File: src/rtl/tfr_pkg.sv
// ----------------------------------------------------------------------------
// tfr_pkg
// shared constants, codes and controller/datapath interface types for the
// tag frame rewriter
// ----------------------------------------------------------------------------
package tfr_pkg;

  localparam int MAX_TEXT     = 32;
  localparam int HEADER_BYTES = 10;

  localparam int TEXT_AW = (MAX_TEXT > 1) ? $clog2(MAX_TEXT) : 1;
  localparam int TLEN_W  = $clog2(MAX_TEXT + 1);

  // configuration port
  localparam int CFG_AW    = 3;
  localparam int CFG_IDX_W = CFG_AW - 2;
  localparam logic [CFG_IDX_W-1:0] REG_TAG_SELECT = '0;
  localparam logic [2:0] TAG_SELECT_RESET = 3'd1;

  // input item kinds
  localparam logic [1:0] FN_CLEAR  = 2'd0;
  localparam logic [1:0] FN_APPEND = 2'd1;
  localparam logic [1:0] FN_FILE   = 2'd2;

  // frame selector codes
  localparam logic [2:0] TAG_TPE1 = 3'd0;
  localparam logic [2:0] TAG_TIT2 = 3'd1;
  localparam logic [2:0] TAG_TALB = 3'd2;
  localparam logic [2:0] TAG_TYER = 3'd3;
  localparam logic [2:0] TAG_TCON = 3'd4;
  localparam logic [2:0] TAG_COMM = 3'd5;

  typedef enum logic [1:0] {
    EV_NONE  = 2'd0,
    EV_FOUND = 2'd1,
    EV_STOP  = 2'd2
  } event_t;

  typedef enum logic [1:0] {
    SRC_BYTE = 2'd0,
    SRC_SIZE = 2'd1,
    SRC_STOP = 2'd2,
    SRC_TEXT = 2'd3
  } src_sel_t;

  typedef struct packed {
    logic hdr_done;
    logic id_first;
    logic id_last;
    logic size_last;
    logic flags_last;
    logic is_letter;
    logic id_match;
    logic is_target;
    logic frame_le1;
    logic dleft_zero;
    logic data_last;
    logic text_empty;
    logic burst_last;
    logic out_free;
  } status_t;

  typedef struct packed {
    logic     out_load;
    src_sel_t out_sel;
    event_t   out_event;
    logic     out_last;
    logic     fc_clr;
    logic     fc_inc;
    logic     id_shift;
    logic     size_clr;
    logic     size_shift;
    logic     tgt_load;
    logic     dleft_load;
    logic     dleft_dec;
    logic     parser_clr;
    logic     text_clr;
    logic     text_push;
    logic     burst_start;
    logic     burst_step;
  } cmd_t;

  // four-character frame id match against the three stored bytes plus the new one
  function automatic logic id_match(input logic [2:0] sel, input logic [23:0] id3,
                                     input logic [7:0] b);
    logic [31:0] ref_id;
    logic        ok;
    ok = 1'b1;
    case (sel)
      TAG_TPE1: ref_id = "TPE1";
      TAG_TIT2: ref_id = "TIT2";
      TAG_TALB: ref_id = "TALB";
      TAG_TYER: ref_id = "TYER";
      TAG_TCON: ref_id = "TCON";
      TAG_COMM: ref_id = "COMM";
      default: begin
        ref_id = '0;
        ok     = 1'b0;
      end
    endcase
    return ok && ({id3, b} == ref_id);
  endfunction

endpackage

File: src/rtl/tag_frame_rewriter_unit.sv
// ----------------------------------------------------------------------------
// tag_frame_rewriter_unit
// rewrites one text frame of a tagged audio byte stream
// ----------------------------------------------------------------------------
// A file byte gives at most one result byte through the output register,
// and text appends and clears give none. The one exception is the last flag
// byte of the selected frame, which is followed by the stored replacement
// text, one byte per cycle out of the text ram (one read port) while the
// output register has room; input is held off until the text is through.
// Input is also held while the output register is full and not being taken.
// The selected frame's size field is replaced by text length + 1; the header
// total size is passed through unchanged.
// ----------------------------------------------------------------------------
module tag_frame_rewriter_unit
  import tfr_pkg::*;
(
  input  logic              clk,
  input  logic              rst_n,
  // input item stream
  input  logic              in_tvalid,
  output logic              in_tready,
  input  logic [7:0]        in_tdata,     // [7:0] in_byte
  input  logic [1:0]        in_tuser,     // [1:0] func
  // result stream
  output logic              out_tvalid,
  input  logic              out_tready,
  output logic [7:0]        out_tdata,    // [7:0] out_byte
  output logic [2:0]        out_tuser,    // [0] has_byte, [2:1] event_res
  output logic              out_tlast,
  // configuration
  input  logic              cfg_psel,
  input  logic              cfg_penable,
  input  logic              cfg_pwrite,
  input  logic [CFG_AW-1:0] cfg_paddr,
  input  logic [31:0]       cfg_pwdata,
  output logic [31:0]       cfg_prdata,
  output logic              cfg_pready
);

  status_t              st;
  cmd_t                 cmd;
  logic [2:0]           tag_sel_r, tag_sel_nxt;
  logic                 cfg_wr;
  logic [CFG_IDX_W-1:0] cfg_idx;
  event_t               out_event;

  assign cfg_pready = 1'b1;
  assign cfg_idx    = cfg_paddr[CFG_AW-1:2];
  assign cfg_wr     = cfg_psel && cfg_penable && cfg_pwrite && cfg_pready;

  assign tag_sel_nxt = (cfg_wr && (cfg_idx == REG_TAG_SELECT)) ? cfg_pwdata[2:0]
                                                               : tag_sel_r;
  assign cfg_prdata  = (cfg_idx == REG_TAG_SELECT) ? {29'd0, tag_sel_r} : 32'd0;

  always_ff @(posedge clk) begin
    if (!rst_n) begin
      tag_sel_r <= TAG_SELECT_RESET;
    end else begin
      tag_sel_r <= tag_sel_nxt;
    end
  end

  tfr_ctrl u_ctrl (
    .clk     (clk),
    .rst_n   (rst_n),
    .in_valid(in_tvalid),
    .in_func (in_tuser),
    .st      (st),
    .in_ready(in_tready),
    .cmd     (cmd)
  );

  tfr_dp u_dp (
    .clk      (clk),
    .rst_n    (rst_n),
    .in_byte  (in_tdata),
    .tag_sel  (tag_sel_r),
    .cmd      (cmd),
    .st       (st),
    .out_valid(out_tvalid),
    .out_ready(out_tready),
    .out_byte (out_tdata),
    .out_has  (out_tuser[0]),
    .out_event(out_event),
    .out_last (out_tlast)
  );

  assign out_tuser[2:1] = out_event;

endmodule

File: src/rtl/tfr_ram.sv
// ----------------------------------------------------------------------------
// tfr_ram
// generic simple dual-port ram, one write port, one registered read port
// ----------------------------------------------------------------------------
module tfr_ram #(
  parameter int WIDTH = 8,
  parameter int DEPTH = 32
) (
  input  logic                                   clk,
  input  logic                                   we,
  input  logic [((DEPTH > 1) ? $clog2(DEPTH) : 1)-1:0] waddr,
  input  logic [WIDTH-1:0]                       wdata,
  input  logic [((DEPTH > 1) ? $clog2(DEPTH) : 1)-1:0] raddr,
  output logic [WIDTH-1:0]                       rdata
);

  logic [WIDTH-1:0] mem [DEPTH];
  logic [WIDTH-1:0] rdata_r;

  always_ff @(posedge clk) begin
    if (we) begin
      mem[waddr] <= wdata;
    end
    rdata_r <= mem[raddr];
  end

  assign rdata = rdata_r;

endmodule

File: src/rtl/tfr_ctrl.sv
// ----------------------------------------------------------------------------
// tfr_ctrl
// parser state machine: walks header, frame fields and the text burst and
// drives the datapath through a command struct
// ----------------------------------------------------------------------------
module tfr_ctrl
  import tfr_pkg::*;
(
  input  logic        clk,
  input  logic        rst_n,
  input  logic        in_valid,
  input  logic [1:0]  in_func,
  input  status_t     st,
  output logic        in_ready,
  output cmd_t        cmd
);

  typedef enum logic [2:0] {
    S_HEADER,
    S_ID,
    S_SIZE,
    S_FLAGS,
    S_BURST,
    S_DATA,
    S_PASS,
    S_STOP
  } state_t;

  state_t state_r, state_nxt;
  logic   accept;

  assign in_ready = (state_r != S_BURST) && st.out_free;
  assign accept   = in_valid && in_ready;

  always_comb begin
    cmd          = '0;
    cmd.out_last = 1'b1;
    state_nxt    = state_r;
    if (state_r == S_BURST) begin
      if (st.out_free) begin
        cmd.out_load   = 1'b1;
        cmd.out_sel    = SRC_TEXT;
        cmd.out_last   = st.burst_last;
        cmd.burst_step = 1'b1;
        if (st.burst_last) begin
          state_nxt = st.dleft_zero ? S_PASS : S_DATA;
        end
      end
    end else if (accept) begin
      case (in_func)
        FN_CLEAR: begin
          cmd.parser_clr = 1'b1;
          cmd.text_clr   = 1'b1;
          state_nxt      = S_HEADER;
        end
        FN_APPEND: begin
          cmd.text_push = 1'b1;
        end
        FN_FILE: begin
          case (state_r)
            S_HEADER: begin
              cmd.out_load = 1'b1;
              cmd.fc_inc   = 1'b1;
              if (st.hdr_done) begin
                cmd.fc_clr = 1'b1;
                state_nxt  = S_ID;
              end
            end
            S_ID: begin
              cmd.out_load = 1'b1;
              if (st.id_first && !st.is_letter) begin
                cmd.out_sel   = SRC_STOP;
                cmd.out_event = EV_STOP;
                state_nxt     = S_STOP;
              end else if (!st.id_last) begin
                cmd.id_shift = 1'b1;
                cmd.fc_inc   = 1'b1;
              end else begin
                cmd.out_event = st.id_match ? EV_FOUND : EV_NONE;
                cmd.tgt_load  = 1'b1;
                cmd.fc_clr    = 1'b1;
                cmd.size_clr  = 1'b1;
                state_nxt     = S_SIZE;
              end
            end
            S_SIZE: begin
              cmd.out_load   = 1'b1;
              cmd.out_sel    = st.is_target ? SRC_SIZE : SRC_BYTE;
              cmd.size_shift = 1'b1;
              cmd.fc_inc     = 1'b1;
              if (st.size_last) begin
                cmd.fc_clr = 1'b1;
                state_nxt  = S_FLAGS;
              end
            end
            S_FLAGS: begin
              cmd.out_load = 1'b1;
              cmd.fc_inc   = 1'b1;
              if (st.flags_last) begin
                cmd.fc_clr     = 1'b1;
                cmd.dleft_load = 1'b1;
                if (st.is_target && !st.text_empty) begin
                  // text follows the last flag byte
                  cmd.out_last    = 1'b0;
                  cmd.burst_start = 1'b1;
                  state_nxt       = S_BURST;
                end else if (st.frame_le1) begin
                  state_nxt = st.is_target ? S_PASS : S_ID;
                end else begin
                  state_nxt = S_DATA;
                end
              end
            end
            S_DATA: begin
              cmd.out_load  = !st.is_target;
              cmd.dleft_dec = 1'b1;
              if (st.data_last) begin
                cmd.fc_clr = 1'b1;
                state_nxt  = st.is_target ? S_PASS : S_ID;
              end
            end
            S_PASS: begin
              cmd.out_load = 1'b1;
            end
            default: begin
            end
          endcase
        end
        default: begin
        end
      endcase
    end
  end

  always_ff @(posedge clk) begin
    if (!rst_n) begin
      state_r <= S_HEADER;
    end else begin
      state_r <= state_nxt;
    end
  end

  a_burst_blocks_input: assert property (@(posedge clk) disable iff (!rst_n)
    (state_r == S_BURST) |-> !in_ready)
    else $error("input taken during text burst");

  a_load_needs_room: assert property (@(posedge clk) disable iff (!rst_n)
    cmd.out_load |-> st.out_free)
    else $error("output register overwritten");

  a_burst_entered: assert property (@(posedge clk) disable iff (!rst_n)
    cmd.burst_start |=> (state_r == S_BURST))
    else $error("burst start without burst state");

endmodule

File: src/rtl/tfr_dp.sv
// ----------------------------------------------------------------------------
// tfr_dp
// parser datapath: field counter, id/size/length registers, text store and
// output register
// ----------------------------------------------------------------------------
module tfr_dp
  import tfr_pkg::*;
(
  input  logic        clk,
  input  logic        rst_n,
  input  logic [7:0]  in_byte,
  input  logic [2:0]  tag_sel,
  input  cmd_t        cmd,
  output status_t     st,
  output logic        out_valid,
  input  logic        out_ready,
  output logic [7:0]  out_byte,
  output logic        out_has,
  output event_t      out_event,
  output logic        out_last
);

  logic [3:0]        fc_r, fc_nxt;
  logic [23:0]       id_r, id_nxt;
  logic [31:0]       size_r, size_nxt;
  logic [31:0]       dleft_r, dleft_nxt;
  logic              tgt_r, tgt_nxt;
  logic [TLEN_W-1:0] tlen_r, tlen_nxt;
  logic [TLEN_W-1:0] cnt_r, cnt_nxt;
  logic              out_valid_r, out_valid_nxt;
  logic [7:0]        out_byte_r, out_byte_nxt;
  logic              out_has_r, out_has_nxt;
  event_t            out_event_r;
  logic              out_last_r;
  logic              text_we;
  logic [7:0]        text_rdata;
  logic [31:0]       new_size;
  logic [7:0]        size_byte;

  tfr_ram #(
    .WIDTH(8),
    .DEPTH(MAX_TEXT)
  ) u_text (
    .clk  (clk),
    .we   (text_we),
    .waddr(tlen_r[TEXT_AW-1:0]),
    .wdata(in_byte),
    .raddr(cnt_nxt[TEXT_AW-1:0]),
    .rdata(text_rdata)
  );

  assign text_we   = cmd.text_push && (tlen_r < TLEN_W'(MAX_TEXT));
  assign new_size  = 32'(tlen_r) + 32'd1;
  // big-endian byte of the replacement size picked by the field counter
  assign size_byte = 8'(new_size >> {(2'd3 - fc_r[1:0]), 3'b000});

  always_comb begin
    st.hdr_done   = (fc_r == 4'(HEADER_BYTES - 1));
    st.id_first   = (fc_r == 4'd0);
    st.id_last    = (fc_r == 4'd3);
    st.size_last  = (fc_r == 4'd3);
    st.flags_last = (fc_r == 4'd2);
    st.is_letter  = ((in_byte >= 8'h41) && (in_byte <= 8'h5a)) ||
                    ((in_byte >= 8'h61) && (in_byte <= 8'h7a));
    st.id_match   = id_match(tag_sel, id_r, in_byte);
    st.is_target  = tgt_r;
    st.frame_le1  = (size_r <= 32'd1);
    st.dleft_zero = (dleft_r == 32'd0);
    st.data_last  = (dleft_r == 32'd1);
    st.text_empty = (tlen_r == '0);
    st.burst_last = (cnt_r == (tlen_r - TLEN_W'(1)));
    st.out_free   = !out_valid_r || out_ready;
  end

  always_comb begin
    fc_nxt    = fc_r;
    id_nxt    = id_r;
    size_nxt  = size_r;
    dleft_nxt = dleft_r;
    tgt_nxt   = tgt_r;
    tlen_nxt  = tlen_r;
    cnt_nxt   = cnt_r;
    if (cmd.fc_clr) begin
      fc_nxt = '0;
    end else if (cmd.fc_inc) begin
      fc_nxt = fc_r + 4'd1;
    end
    if (cmd.id_shift) begin
      id_nxt = {id_r[15:0], in_byte};
    end
    if (cmd.size_clr) begin
      size_nxt = '0;
    end else if (cmd.size_shift) begin
      size_nxt = {size_r[23:0], in_byte};
    end
    if (cmd.tgt_load) begin
      tgt_nxt = st.id_match;
    end
    if (cmd.dleft_load) begin
      dleft_nxt = (size_r == 32'd0) ? 32'd0 : size_r - 32'd1;
    end else if (cmd.dleft_dec) begin
      dleft_nxt = dleft_r - 32'd1;
    end
    if (cmd.text_clr) begin
      tlen_nxt = '0;
    end else if (text_we) begin
      tlen_nxt = tlen_r + TLEN_W'(1);
    end
    if (cmd.burst_start) begin
      cnt_nxt = '0;
    end else if (cmd.burst_step) begin
      cnt_nxt = cnt_r + TLEN_W'(1);
    end
    if (cmd.parser_clr) begin
      fc_nxt    = '0;
      id_nxt    = '0;
      size_nxt  = '0;
      dleft_nxt = '0;
      tgt_nxt   = 1'b0;
    end
  end

  always_comb begin
    case (cmd.out_sel)
      SRC_BYTE: begin
        out_byte_nxt = in_byte;
        out_has_nxt  = 1'b1;
      end
      SRC_SIZE: begin
        out_byte_nxt = size_byte;
        out_has_nxt  = 1'b1;
      end
      SRC_STOP: begin
        out_byte_nxt = 8'd0;
        out_has_nxt  = 1'b0;
      end
      SRC_TEXT: begin
        out_byte_nxt = text_rdata;
        out_has_nxt  = 1'b1;
      end
      default: begin
        out_byte_nxt = 8'd0;
        out_has_nxt  = 1'b0;
      end
    endcase
  end

  assign out_valid_nxt = cmd.out_load ? 1'b1 : (out_valid_r && !out_ready);

  always_ff @(posedge clk) begin
    if (!rst_n) begin
      fc_r        <= '0;
      id_r        <= '0;
      size_r      <= '0;
      dleft_r     <= '0;
      tgt_r       <= 1'b0;
      tlen_r      <= '0;
      cnt_r       <= '0;
      out_valid_r <= 1'b0;
    end else begin
      fc_r        <= fc_nxt;
      id_r        <= id_nxt;
      size_r      <= size_nxt;
      dleft_r     <= dleft_nxt;
      tgt_r       <= tgt_nxt;
      tlen_r      <= tlen_nxt;
      cnt_r       <= cnt_nxt;
      out_valid_r <= out_valid_nxt;
    end
  end

  always_ff @(posedge clk) begin
    if (cmd.out_load) begin
      out_byte_r  <= out_byte_nxt;
      out_has_r   <= out_has_nxt;
      out_event_r <= cmd.out_event;
      out_last_r  <= cmd.out_last;
    end
  end

  assign out_valid = out_valid_r;
  assign out_byte  = out_byte_r;
  assign out_has   = out_has_r;
  assign out_event = out_event_r;
  assign out_last  = out_last_r;

  a_text_len_bound: assert property (@(posedge clk) disable iff (!rst_n)
    tlen_r <= TLEN_W'(MAX_TEXT))
    else $error("text length beyond capacity");

  a_burst_in_range: assert property (@(posedge clk) disable iff (!rst_n)
    cmd.burst_step |-> (cnt_r < tlen_r))
    else $error("text read past stored length");

  a_data_count_live: assert property (@(posedge clk) disable iff (!rst_n)
    cmd.dleft_dec |-> (dleft_r != 32'd0))
    else $error("data count underflow");

endmodule

File: config.mk
export PLATFORM = sky130hd
export DESIGN_NAME = tag_frame_rewriter_unit
export DESIGN_NICKNAME = d
export VERILOG_FILES = /design/src/rtl/tfr_pkg.sv /design/src/rtl/tag_frame_rewriter_unit.sv /design/src/rtl/tfr_ram.sv /design/src/rtl/tfr_ctrl.sv /design/src/rtl/tfr_dp.sv
export SDC_FILE = /design/constraint.sdc
export NUM_CORES = 1
export LEC_CHECK = 0
export BUFFER_PORTS_ARGS = -buffer_cell sky130_fd_sc_hd__buf_2
export CAP_MARGIN = 25
export CORE_UTILIZATION = 50
export DETAILED_ROUTE_END_ITERATION = 10
export PLACE_DENSITY_LB_ADDON = 0.2
export SLEW_MARGIN = 5
export SYNTH_ARGS = -nofsm -noshare
export SYNTH_HDL_FRONTEND = slang
export SYNTH_SLANG_ARGS = --single-unit
File: constraint.sdc
create_clock -name clk -period 8.09 [get_ports clk]
set_input_delay 0.809 -clock clk [delete_from_list [all_inputs] [get_ports clk]]
set_output_delay 0.809 -clock clk [all_outputs]
set_load 0.02 [all_outputs]
; ---- Word level (Yosys, flattened, before mapping)
; Memory sizes are Yosys's and may differ from the RTL's. A register that Yosys moved wholly into a read port is not among the register bits.
; Index checks and enable logic that the tools add are counted.
[classes]
n_shift = 1
n_reduce_logical = 42
eq_ne = 31
bitwise_logic = 6
n_mux = 69
n_addsub = 8
magnitude_cmp = 6
[ops]
columns = operator, n
row1 = $pmux 31 s6, 1
row2 = $mux 32, 3
row3 = $logic_not 32->1, 2
row4 = $sub 32x1->32 const B, 2
row5 = $mux 3, 16
row6 = $eq 32x1->1 const B, 1
row7 = $eq 32x31->1, 1
row8 = $le 32x1->1 const B, 1
row9 = $pmux 8 s4, 1
row10 = $shr 32x5->8, 1
row11 = $mux 1, 26
row12 = $mux 18, 1
row13 = $mux 2, 9
row14 = $ge 8x7->1 const B, 2
row15 = $le 8x7->1 const B, 2
row16 = $eq 3x3->1 const B, 5
row17 = $pmux 3 s5, 1
row18 = $mux 14, 1
row19 = $add 6x1->6 const B, 2
row20 = $eq 3x2->1 const B, 4
row21 = $logic_and 1x1->1, 12
row22 = $mux 12, 1
row23 = $ne 4x3->1 const B, 3
row24 = $reduce_or 3->1, 4
row25 = other kinds (36), 61
[word_totals]
word_cells = 180
mem_count = 1
register_bits = 124
out_inout_bits = 47
mem_bits_rw = 256
inputBits = 52
[memory_table]
columns = name, words, word_bits, read_ports, rd_ports_with_merged_regs, write_ports, line_no
row1 = u_dp.u_text.mem, 32, 8, 1, 1, 1, tfr_ram.sv:17  ; logic [WIDTH-1:0] mem [DEPTH];

; ---- Depth between registers and ports, before layout
; Gate-level depths: netlist of the first run.
[depth]
word_depth = 14
mapped_depth = 12
mapped_depth_nobuf = 9

; ---- By module
; From an unflattened synthesis of the first run, not the netlist that was laid out.
[unflattened]
cells_unflattened = 1299
area_unflattened_um2 = 17682.0
[by_module_without_submodules]
columns = module, instances, cells_each, seq_area_each_um2, area_each_um2
row1 = tfr_ram, 1, 417, 7847.5, 10053.4
row2 = tfr_dp, 1, 746, 2482.4, 6618.8
row3 = tfr_ctrl, 1, 87, 60.1, 618.1
row4 = tag_frame_rewriter_unit, 1, 49, 60.1, 391.6

; ---- Worst setup path before layout of the first run
; No wires, ideal clock.
[synth_timing]
path_kind = input-to-reg
startpoint = input out_tready
endpoint = memory u_dp.u_text.mem[11][0] (enable)
path_buffers = 1
required_ps = 7720
stages = 6
arrival_time_ps = 2520
setup_slack_ps = 5200
setup_ps = 370
cell_sequence = nand2b_1 clkbuf_1 nand3_1 nor4b_2 nand2_1 nor2_1
[synth_via]
elab_chain_cells = 8
[synth_rtl]
columns = element, line_no
row1 = "start, declared", tag_frame_rewriter_unit.sv:26  ; input logic out_tready,
row2 = $logic_or 1x1->1, tfr_dp.sv:72  ; st.out_free = !out_valid_r || out_ready;
row3 = $logic_and 1x1->1, tfr_ctrl.sv:32  ; assign in_ready = (state_r != S_BURST) && st.out_free;
row4 = $logic_and 1x1->1, tfr_ctrl.sv:33  ; assign accept = in_valid && in_ready;
row5 = $mux 18, tfr_ctrl.sv:49  ; end else if (accept) begin
row6 = $mux 12, tfr_ctrl.sv:39  ; if (state_r == S_BURST) begin
row7 = $logic_and 1x1->1, tfr_dp.sv:52  ; assign text_we = cmd.text_push && (tlen_r < TLEN_W'(MAX_TEXT));
row8 = $mux 1, tfr_ram.sv:21  ; if (we) begin
row9 = $mux 1 (implied by the code), tfr_ram.sv:22  ; mem[waddr] <= wdata;
row10 = "end, declared", tfr_ram.sv:17
; Every way passes these cells.

; ---- Worst setup path in the final report of the first run
[layout_timing]
startpoint = register u_ctrl.state_r[2]
endpoint = register u_dp.u_text.rdata_r[0], in the netlist u_dp.u_text.rdata[0], read port of u_dp.u_text.mem
[layout_via]
elab_chain_cells = 6
word_cells_on_any_way = 12
classes_between = 3 x eq/ne / 7 x mux / 2 x reduce/logical
[layout_rtl]
columns = element, line_no
row1 = "start, declared", tfr_ctrl.sv:29  ; state_t state_r, state_nxt;
row2 = "start signal, assigned", tfr_ctrl.sv:139  ; state_r <= state_nxt;
row3 = $eq 3x2->1 or $ne 3x3->1 (tied branches), "tfr_ctrl.sv:60, tfr_ctrl.sv:32"
row4 = $mux 1 or $logic_and 1x1->1 (tied branches), "tfr_ctrl.sv:60, tfr_ctrl.sv:32"
row5 = $mux 1 or $logic_and 1x1->1 (tied branches), "tfr_ctrl.sv:50, tfr_ctrl.sv:33"
row6 = $mux 18, tfr_ctrl.sv:49
row7 = $mux 12, tfr_ctrl.sv:39
row8 = $mux 5 (*), tfr_dp.sv:109  ; if (cmd.burst_start) begin
row9 = "end, declared", tfr_ram.sv:18  ; logic [WIDTH-1:0] rdata_r;
; Every way passes the cells marked *; elsewhere a longest branch is shown, timed or not.
; A chain may end at the register's enable or synchronous reset.

==> out/results.ini, run 1 <==
[floorplan]
fp.dieArea_um2 = 37500
die_w_um = 194
start_util_pct = 51.2
die_h_um = 194
core_um2 = 35800
fp-row-count = 69
ioPinCount = 99

[clocking]
cts_inserted_buffers = 41
clock_latency_ns = 0.57
clk_pin_slew_ns = 0.06
cts.sinks = 388
cts_tree = done
ctsResizeCount = 0
cts_root_buffer = clkbuf_16
hold_buffers = 0
cts_setup_buffers = 0
cts.htree.levels = 2
clk_path_buf_depth = 3

[run]
maxCapViolCount = 0

[synth]
yosys_warnings = 0
synth_top_family_by_area = simple AND/OR/NAND/NOR gates
postSynthRegisterBits = 388
synth_xor_area_share_pct = 2.34
synthSimpleGateAreaFrac_pct = 16.2
synth_compound_area_share_pct = 14.4
synth-edff-count = 268
syn_area_um2 = 18400
synth_flop_cell = edfxtp_1
avgSynthCellArea_um2 = 11.0
synthAdderAreaFrac_pct = 0.886
yosysSeqAreaShare_pct = 56.9
muxShareOfSynthArea_pct = 4.34
synth_area_leaders = edfxtp_1, dfxtp_1, nor2_1, mux2i_1, a21oi_1
syn_inst = 1667
ys_types = 97
synth_top_area_share_pct = 43.8
yosysTopAreaCell = edfxtp_1
synthArstFlopShare_pct = 0

[cells_and_area]
layout.nets = 1717
final_common_cell = edfxtp_1
most-common-layout-cells = edfxtp_1, nor2_1, nand2_1, a21oi_1, dfxtp_1
syn2layout_area_growth_pct = 9.04
drive_above_1_share_pct = 10.1
antenna_cells = 0

[place]
io_buffers = 37
place.gp.congestion = 0.924
dpl.hpwl_um = 28100

[detailed_routing]
vias = 13200
antenna_left = 0
firstDrtPassIters = 5
wire_per_inst_um = 21.5
drc_errors = 0
drtIter0Drc = 1002
viasPerCell = 6.16
routed_wirelength_um = 46100

[worst_setup_path]
r2r-end = u_dp.u_text.rdata[0]$_DFF_P_
critPathArrivalTime_ns = 5.04
crit_fanout = 44
critPathTopFamily = simple AND/OR/NAND/NOR gates
crit_type = reg -> reg
crit_path_end_kind = flop
r2r_slack_ns = 3.48
r2r-start = u_ctrl.state_r[2]$_SDFFE_PN0P_
path_buf_inv = 0
slowest_stage = o21ai_4
rr_worst_depth = 7
slowest_delay_ns = 0.88
crit_chain = or3b_1 -> o21ai_4 -> nand2_4 -> nand2_4 -> mux4_2 -> a21oi_1 -> nand4_1
critPathRequiredTime_ns = 8.52
startpoint_type = flop
crit_top_cell = nand2_4

[min_path]
min_path_cells = 3
worstHoldEndpoint = tag_sel_r[0]$_SDFFE_PN1P_
min_from = cfg_pwdata[0]
worst_hold_path_type = in -> reg

[timing]
fin_tns_setup_ns = 0
holdWs_ns = 0.481
slew_violations = 0
tightest_slew_ns = 1.05
fmax_mhz = 217
skew_ns = 0.0281
relSlewSlack_pct = 29.6
period_minus_slack_ns = 4.61
fin_crit_sh_pct = 57.0
setup_viol = 0
rsz0062_at_grt = no
hold_viol_final = 0

[grt]
grt_use_total_pct = 24.4
grt_pass1_vias = 12500
grt_pass1_wl_um = 71300
overflow = 0
antenna_found_initial = 0
grt_max_degree = 49

[power]
peakVddDrop_mv = 0.189
p_per_area_nw_per_um2 = 204
p_leak_uw = 0.00712

[outcome]
status = complete, no violations

worst register-to-register path, cell delays in order, from the launching register on:
cell and delay, ns:
dfxtp_1 0.73, or3b_1 0.61, o21ai_4 0.88, nand2_4 0.66
nand2_4 0.50, mux4_2 0.55, a21oi_1 0.41, nand4_1 0.15
worst max path at each step:
stage | start | end | slack (ns) | cells after the start
final | u_ctrl.state_r[2]$_SDFFE_PN0P_ | u_dp.u_text.rdata[0]$_DFF_P_ | 3.48 | 7
after global routing | u_ctrl.state_r[2]$_SDFFE_PN0P_ | u_dp.u_text.rdata[0]$_DFF_P_ | 3.38 | 7
after CTS | u_ctrl.state_r[2]$_SDFFE_PN0P_ | u_dp.u_text.rdata[4]$_DFF_P_ | 3.57 | 7
after detailed placement | u_ctrl.state_r[2]$_SDFFE_PN0P_ | u_dp.u_text.rdata[4]$_DFF_P_ | 3.55 | 7
after global placement | u_ctrl.state_r[2]$_SDFFE_PN0P_ | u_dp.u_text.rdata[4]$_DFF_P_ | 3.70 | 7
after floorplan | out_tready | u_dp.u_text.mem[11][0]$_DFFE_PP_ | 5.20 | 6
through the flow:
| stage | worst slack (ns) | std cells | power [uW] | util (%) | cell area [um2] |
|---|---|---|---|---|---|
| finish | 3.48 | 2141 | 4080 | 55.9 | 20000 |
| global route | 3.38 | 2141 | 4200 | 55.9 | 20000 |
| CTS | 3.57 | 2139 | 4110 | 55.8 | 20000 |
| detailed placement | 3.55 | 2068 | 2280 | 52.2 | 18700 |
| global placement | 3.70 | 2067 | 2280 | 52.1 | 18700 |
| floorplan | 5.20 | 1695 | 2240 | - | 18500 |
cells by family (layout without fill, tap and decap cells):
logic type | count (synthesis) | in the layout
mux | 72 | 72
xor+xnor | 49 | 49
fa+ha+maj | 13 | 13
flops | 388 | 388
compound gates | 389 | 389
buf+inv | 177 | 162
simple gates | 577 | 577
other cells | 2 | 30
area by class of cell:
type,instances,area [um2]
Fill cell,3018,15800
Sequential cell,388,10500
Multi-Input combinational cell,1130,7180
Inverter,28,105
Clock buffer,53,1090
Clock inverter,18,190
Timing Repair Buffer,63,424
Tap cell,461,577
registers in the layout (all words and copies together), names as in the netlist, 4 cells and up:
| name | count |
|---|---|
| u_dp.u_text.rdata | 8 |
| u_dp.size_r | 32 |
| u_dp.u_text.mem | 256 |
| u_dp.dleft_r | 32 |
| u_dp.tlen_r | 6 |
| u_dp.id_r | 24 |
| u_dp.fc_r | 4 |
| u_dp.out_byte | 8 |
| u_dp.cnt_r | 6 |
routing by layer:
layer | wire length, um | vias to the layer above | track usage, %
li1 | - | 6166 | -
met1 | 20200 | 6423 | 33.4
met2 | 21600 | 537 | 39.3
met3 | 3200 | 64 | 4.14
met4 | 1110 | 0 | 8.62
met5 | 0 | - | 0
report_power, final:
| part | leakage [uW] | switching (uW) | total (uW) | internal [uW] |
|---|---|---|---|---|
| sequential | 0.00338 | 5.72 | 2130 | 2120 |
| combinational | 0.00312 | 84.7 | 112 | 27.2 |
| clock | 0.000621 | 761 | 1840 | 1080 |
Yosys cell counts, drive strengths merged, types with 8 or more instances:
| master | count |
|---|---|
| edfxtp | 268 |
| nor2 | 190 |
| nand2 | 129 |
| a21oi | 127 |
| dfxtp | 120 |
| clkbuf | 78 |
| buf | 71 |
| o21ai | 66 |
| mux2i | 65 |
| nor4 | 50 |
| and3 | 42 |
| a211oi | 35 |
| nand3 | 31 |
| nor3 | 29 |
| inv | 28 |
| xor2 | 27 |
| xnor2 | 22 |
| nand4 | 18 |
| ha | 13 |
| a2111oi | 12 |
| a31oi | 12 |
| and2 | 12 |
| nand2b | 12 |
| or3 | 12 |
| or4 | 11 |
| o22ai | 10 |
| a221o | 8 |
| a221oi | 8 |
| a32oi | 8 |
| nand3b | 8 |
| o21a | 8 |
No activity file was read; power rests on OpenSTA's default activity.
==> run 2: changes to the inputs <==
==> constraint.sdc (replaced) <==
create_clock -name clk -period 4.2 [get_ports clk]
set_input_delay 0.42 -clock clk [delete_from_list [all_inputs] [get_ports clk]]
set_output_delay 0.42 -clock clk [all_outputs]
set_load 0.02 [all_outputs]
==> run 2 against run 1 <==
  * Combinational power increased by 100%
  * Power increased by 93%
  * Sequential share of layout area decreased by 1.0 points
  * Sequential power increased by 92%
  * Critical endpoint is now u_dp.u_text.rdata[5]$_DFF_P_
==> out/results.ini, run 2 (synthesized netlist as in run 1, its figures left out) <==
[timing]
period_minus_slack_ns = 3.54  ; was 4.61 ns
relSlewSlack_pct = 38.5  ; was 29.6%
tightest_slew_ns = 0.912  ; was 1.05 ns
fin_tns_setup_ns = 0  ; unchanged
fmax_mhz = 283  ; was 217 MHz
hold_viol_final = 0  ; unchanged
holdWs_ns = 0.0693  ; was 0.481 ns
slew_violations = 0  ; unchanged
setup_slack_ns = 0.663  ; was 3.48 ns
rsz0062_at_grt = no  ; unchanged
skew_ns = 0.0229  ; was 0.0281 ns
fin_crit_sh_pct = 84.2  ; was 57.0%
setup_viol = 0  ; unchanged

[grt]
grt_use_total_pct = 25.2  ; was 24.4%
overflow = 0  ; unchanged
antenna_found_initial = 0  ; unchanged
grt_pass1_wl_um = 73400  ; was 71300 um
use_met1_pct = 34.6  ; was 33.4%
grt_max_degree = 46  ; was 49
busiest_layer = met2  ; unchanged
grt.met2_usage_pct = 40.1  ; was 39.3%
grt_pass1_vias = 12700  ; was 12500
global_route.usage.met3_pct = 4.56  ; was 4.14%

[clocking]
cts.htree.levels = 2  ; unchanged
clock_latency_ns = 0.58  ; was 0.57 ns
cts_tree = done  ; unchanged
cts_setup_buffers = 0  ; unchanged
clk_pin_slew_ns = 0.06  ; about the same
cts_root_buffer = clkbuf_16  ; unchanged
cts.sinks = 388  ; unchanged
clk_path_buf_depth = 3  ; unchanged
ctsResizeCount = 0  ; unchanged
hold_buffers = 0  ; unchanged
cts_inserted_buffers = 42  ; was 41

[worst_setup_path]
critPathRequiredTime_ns = 4.70  ; was 8.52 ns
r2r-end = u_dp.u_text.rdata[5]$_DFF_P_  ; was u_dp.u_text.rdata[0]$_DFF_P_
startpoint_type = flop  ; unchanged
crit_path_end_kind = flop  ; unchanged
r2r_slack_ns = 0.66  ; was 3.48 ns
crit_fanout = 33  ; was 44
critPathArrivalTime_ns = 4.04  ; was 5.04 ns
crit_type = reg -> reg  ; unchanged
rr_worst_depth = 9  ; was 7
r2r-start = u_ctrl.state_r[0]$_SDFFE_PN0P_  ; was u_ctrl.state_r[2]$_SDFFE_PN0P_

[floorplan]
die_w_um = 194  ; unchanged
core_um2 = 35800  ; unchanged
ioPinCount = 99  ; unchanged
start_util_pct = 51.2  ; unchanged
die_h_um = 194  ; unchanged
fp.dieArea_um2 = 37500  ; unchanged
fp-row-count = 69  ; unchanged

[outcome]
status = complete, no violations  ; unchanged

[detailed_routing]
drc_errors = 0  ; unchanged
wire_per_inst_um = 21.6  ; was 21.5 um
antenna_left = 0  ; unchanged
viasPerCell = 6.17  ; was 6.16
drtIter0Drc = 1135  ; was 1002
vias = 13500  ; was 13200
routed_wirelength_um = 47400  ; was 46100 um
firstDrtPassIters = 5  ; unchanged

[min_path]
worstHoldEndpoint = tag_sel_r[0]$_SDFFE_PN1P_  ; unchanged
min_path_cells = 3  ; unchanged
worst_hold_path_type = in -> reg  ; unchanged
min_from = cfg_pwdata[0]  ; unchanged

[cells_and_area]
syn2layout_area_growth_pct = 11.2  ; was 9.04%
layout.nets = 1762  ; was 1717
largest_reg_flops = 256  ; unchanged
regMostFlops = u_dp.u_text.mem  ; unchanged
fin_area_um2 = 20400  ; was 20000 um2
drive_above_1_share_pct = 12.3  ; was 10.1%
antenna_cells = 0  ; unchanged
most-common-layout-cells = edfxtp_1, nor2_1, nand2_1, a21oi_1, dfxtp_1  ; unchanged
final_common_cell = edfxtp_1  ; unchanged
fillerInstances = 2991  ; was 3018
final_cell_count_no_fill = 2189  ; was 2141
top_regs = u_dp.u_text.mem x256, u_dp.dleft_r x32, u_dp.size_r x32  ; unchanged

[power]
p_per_area_nw_per_um2 = 385  ; was 204 nW/um2
p_leak_uw = 0.00737  ; was 0.00712 uW
peakVddDrop_mv = 0.351  ; was 0.189 mV

[place]
place.gp.congestion = 0.887  ; was 0.924
io_buffers = 37  ; unchanged
dp.cells = 2113  ; was 2068
dp_slack_ns = 0.698  ; was 3.55 ns
dpl.hpwl_um = 31000  ; was 28100 um
place_area_um2 = 19100  ; was 18700 um2

[run]
maxCapViolCount = 0  ; unchanged

## run 2: cell count changes in the layout (fill, tap and decap cells not counted), sizes merged
cell / delta
buf: +44
bufinv: -3
clkinv: -3
clkbuf: +12
inv: -2
## run 2: layout make-up
type / instances / area, um2 / area share, %
well taps: 461 / 577 / 2.83
flip-flops and latches: 388 / 10500 / 51.2
repair buffers: 107 / 788 / 3.86
clock buffers: 65 / 1210 / 5.93
multi-input cells: 1130 / 7180 / 35.2
clock inverters: 10 / 98.8 / 0.484
inverters: 28 / 105 / 0.515
## run 2: how the worst max path moves through the flow
stage | cells after the start | slack, ns | to | startpoint
after floorplan | 11 | 1.66 | u_dp.u_text.rdata[6]$_DFF_P_ | u_ctrl.state_r[0]$_SDFFE_PN0P_
after global placement | 9 | 0.75 | u_dp.u_text.rdata[5]$_DFF_P_ | u_ctrl.state_r[1]$_SDFFE_PN0P_
after detailed placement | 9 | 0.70 | u_dp.u_text.rdata[5]$_DFF_P_ | u_ctrl.state_r[0]$_SDFFE_PN0P_
after CTS | 9 | 0.69 | u_dp.u_text.rdata[5]$_DFF_P_ | u_ctrl.state_r[0]$_SDFFE_PN0P_
after global routing | 9 | 0.53 | u_dp.u_text.rdata[5]$_DFF_P_ | u_ctrl.state_r[1]$_SDFFE_PN0P_
final | 9 | 0.66 | u_dp.u_text.rdata[5]$_DFF_P_ | u_ctrl.state_r[0]$_SDFFE_PN0P_
## run 2: power breakdown
group          leakage, uW  internal [uW]  switching [uW]  total, uW
combinational      0.00337           53.8             171        224
sequential         0.00338           4090            10.7       4100
clock             0.000627           2050            1480       3530
total              0.00737           6190            1670       7860
## run 2: worst max-delay path, stage by stage (launching register included)
cell and delay [ns]:
dfxtp_1 0.49, or3b_1 0.63, or3_1 0.41, buf_4 0.28
nand2_4 0.28, buf_4 0.40, a211oi_1 0.17, or3_1 0.39
a31o_2 0.25, o211ai_1 0.14
## run 2: through the flow
step | utilization (%) | power (uW)
final | 57.0 | 7860
after global routing | 57.0 | 8090
after CTS | 56.9 | 7920
after detailed placement | 53.2 | 4410
after global placement | 53.2 | 4400
after floorplan | - | 4320
## run 2: per-layer routing
layer / part of all wire, % / wire length (um)
met5: 0 / 0
met2: 46 / 22000
met3: 7.7 / 3640
met4: 2.6 / 1240
met1: 43 / 20500
==> run 3: changes to the inputs <==
==> constraint.sdc (replaced) <==
create_clock -name clk -period 2.9 [get_ports clk]
set_input_delay 0.29 -clock clk [delete_from_list [all_inputs] [get_ports clk]]
set_output_delay 0.29 -clock clk [all_outputs]
set_load 0.02 [all_outputs]
==> run 3 against run 2 <==
  * Die area stayed put
  * Worst setup slack got worse by 0.57 ns
  * Sequential power rose by 45%
  * Sequential share of layout area decreased by 1.7 points
  * Critical path depth is 1 lower
==> out/results.ini, run 3 (synthesized netlist as in run 1, its figures left out) <==
[detailed_routing]
drc_errors = 0  ; unchanged
routed_wirelength_um = 48800  ; was 47400 um
viasPerCell = 6.09  ; was 6.17
firstDrtPassIters = 6  ; was 5
wire_per_inst_um = 21.5  ; was 21.6 um
drtIter0Drc = 1202  ; was 1135
antenna_left = 0  ; unchanged
vias = 13800  ; was 13500

[cells_and_area]
fin_area_um2 = 21100  ; was 20400 um2
layout.nets = 1839  ; was 1762
drive_above_1_share_pct = 16.3  ; was 12.3%
antenna_cells = 0  ; unchanged
top_regs = u_dp.u_text.mem x256, u_dp.dleft_r x32, u_dp.size_r x32  ; unchanged
final_cell_count_no_fill = 2267  ; was 2189
fillerInstances = 3009  ; was 2991
most-common-layout-cells = edfxtp_1, nor2_1, buf_4  ; was edfxtp_1, nor2_1, nand2_1, a21oi_1, dfxtp_1
largest_reg_flops = 256  ; unchanged
regMostFlops = u_dp.u_text.mem  ; unchanged
final_common_cell = edfxtp_1  ; unchanged
syn2layout_area_growth_pct = 14.9  ; was 11.2%

[power]
p_clk_share_pct = 46.1  ; was 44.9%
power_frac_seq_pct = 50.9  ; was 52.2%
p_leak_uw = 0.00779  ; was 0.00737 uW
internal_power_uw = 9190  ; was 6190 uW
p_per_area_nw_per_um2 = 553  ; was 385 nW/um2
power.net_switching_uw = 2480  ; was 1670 uW
peakVddDrop_mv = 0.505  ; was 0.351 mV
p_sw_share_pct = 21.2  ; about the same
p_comb_share_pct = 3.0  ; was 2.9%

[clocking]
cts_setup_buffers = 0  ; unchanged
clk_pin_slew_ns = 0.06  ; about the same
cts.sinks = 388  ; unchanged
cts.htree.levels = 2  ; unchanged
cts_inserted_buffers = 43  ; was 42
cts_root_buffer = clkbuf_16  ; unchanged
clk_path_buf_depth = 3  ; unchanged
clock_latency_ns = 0.58  ; about the same
cts_tree = done  ; unchanged

[timing]
fmax_mhz = 357  ; was 283 MHz
skew_ns = 0.0327  ; was 0.0229 ns
slew_violations = 0  ; unchanged
period_minus_slack_ns = 2.80  ; was 3.54 ns
holdWs_ns = 0.105  ; was 0.0693 ns
tightest_slew_ns = 0.677  ; was 0.912 ns
hold_viol_final = 0  ; unchanged
fin_crit_sh_pct = 96.7  ; was 84.2%
setup_viol = 0  ; unchanged
relSlewSlack_pct = 54.8  ; was 38.5%

[floorplan]
core_um2 = 35800  ; unchanged
die_h_um = 194  ; unchanged
fp-row-count = 69  ; unchanged
die_w_um = 194  ; unchanged
start_util_pct = 51.2  ; unchanged
fp.dieArea_um2 = 37500  ; unchanged
ioPinCount = 99  ; unchanged

[run]
maxCapViolCount = 0  ; unchanged

[worst_setup_path]
startpoint_type = flop  ; unchanged
critPathArrivalTime_ns = 3.24  ; was 4.04 ns
r2r-start = u_ctrl.state_r[2]$_SDFFE_PN0P_  ; was u_ctrl.state_r[0]$_SDFFE_PN0P_
crit_path_end_kind = flop  ; unchanged
critPathRequiredTime_ns = 3.33  ; was 4.70 ns
crit_type = reg -> reg  ; unchanged
startpoint = u_ctrl.state_r[2]$_SDFFE_PN0P_  ; was u_ctrl.state_r[0]$_SDFFE_PN0P_
crit_fanout = 12  ; was 33

[outcome]
status = complete, no violations  ; unchanged

[place]
place.gp.congestion = 0.943  ; was 0.887
dpl.hpwl_um = 32300  ; was 31000 um
io_buffers = 37  ; unchanged
place_area_um2 = 19700  ; was 19100 um2
dp.cells = 2187  ; was 2113

[grt]
grt_pass1_wl_um = 75800  ; was 73400 um
grt_max_degree = 45  ; was 46
overflow = 0  ; unchanged
antenna_found_initial = 2  ; was 0
grt_use_total_pct = 25.9  ; was 25.2%
grt_pass1_vias = 13200  ; was 12700

[min_path]
min_from = rst_n  ; was cfg_pwdata[0]
worst_hold_path_type = in -> reg  ; unchanged

[run 3: cell types whose count changed in the layout (fill, tap and decap cells not counted), moves of 3 or more]
| cell | delta |
|---|---|
| buf_4 | +71 |
| clkbuf_1 | -9 |
| clkinv_2 | +7 |
| bufinv_16 | +4 |
| clkinv_1 | +4 |
| buf_12 | +3 |
| clkbuf_8 | -3 |
| dlygate4sd3_1 | +3 |
[run 3: layer usage]
| metal | GRT usage, % | part of all wire [%] | up-vias | routed length [um] |
|---|---|---|---|---|
| met4 | 8.15 | 2.5 | 2 | 1240 |
| met5 | 0 | 0.027 | - | 13 |
| met2 | 41.4 | 47 | 548 | 22700 |
| met3 | 4.00 | 7.3 | 91 | 3560 |
| met1 | 36.4 | 44 | 6749 | 21200 |
| li1 | - | - | 6410 | - |
[run 3: what timing repair did]
item	in CTS	in global routing
gates resized for setup	0	7
hold endpoints to repair	3	0
hold buffers	3	0
endpoints found under the setup margin	0	6
[run 3: worst paths after layout]
check,endpoint,slack [ns],cells past startpoint
setup / recovery,u_dp.u_text.rdata[7]$_DFF_P_,0.1,8
hold / removal,tag_sel_r[0]$_SDFFE_PN1P_,0.10,2
setup reg to reg,u_dp.u_text.rdata[7]$_DFF_P_,0.1,8
hold reg to reg,u_dp.size_r[29]$_SDFFE_PP0P_,0.49,2
[run 3: cell type report]
cell class                      count  area (um2)  area share (%)
Inverter                           28         105           0.498
Tap cell                          461         577            2.73
Timing Repair Buffer              183        1380            6.54
Clock inverter                     25         268            1.27
Multi-Input combinational cell   1130        7200            34.2
Sequential cell                   388       10500            49.5
Clock buffer                       52        1110            5.26
[run 3: per-stage QoR]
step	total power [uW]	TNS, ns	util (%)	worst slack, ns
6_report	11700	0	58.9	0.0966
5_1_grt	12000	-0.00513	58.9	-0.00513
4_1_cts	11800	0	58.8	0.0538
3_5_place_dp	6400	0	54.9	0.0870
3_3_place_gp	6400	0	54.9	0.136
2_1_floorplan	6250	0	-	0.359
[run 3: power groups by stage]
stage / clock (uW) / combinational, uW / sequential, uW
after detailed placement: 0 / 347 / 6050
after floorplan: 0 / 195 / 6060
final: 5380 / 354 / 5940
after global placement: 0 / 342 / 6050
after global routing: 5680 / 378 / 5930
after CTS: 5470 / 351 / 5940
[run 3: critical path, cell delays in order (launching register included)]
cell and delay, ns:
dfxtp_1 0.31, buf_4 0.18, nor3b_2 0.36, and3_1 0.26, nand3_2 0.20, nand2_4 0.27, mux4_2 0.53, a21oi_1 0.41
nand4_1 0.14
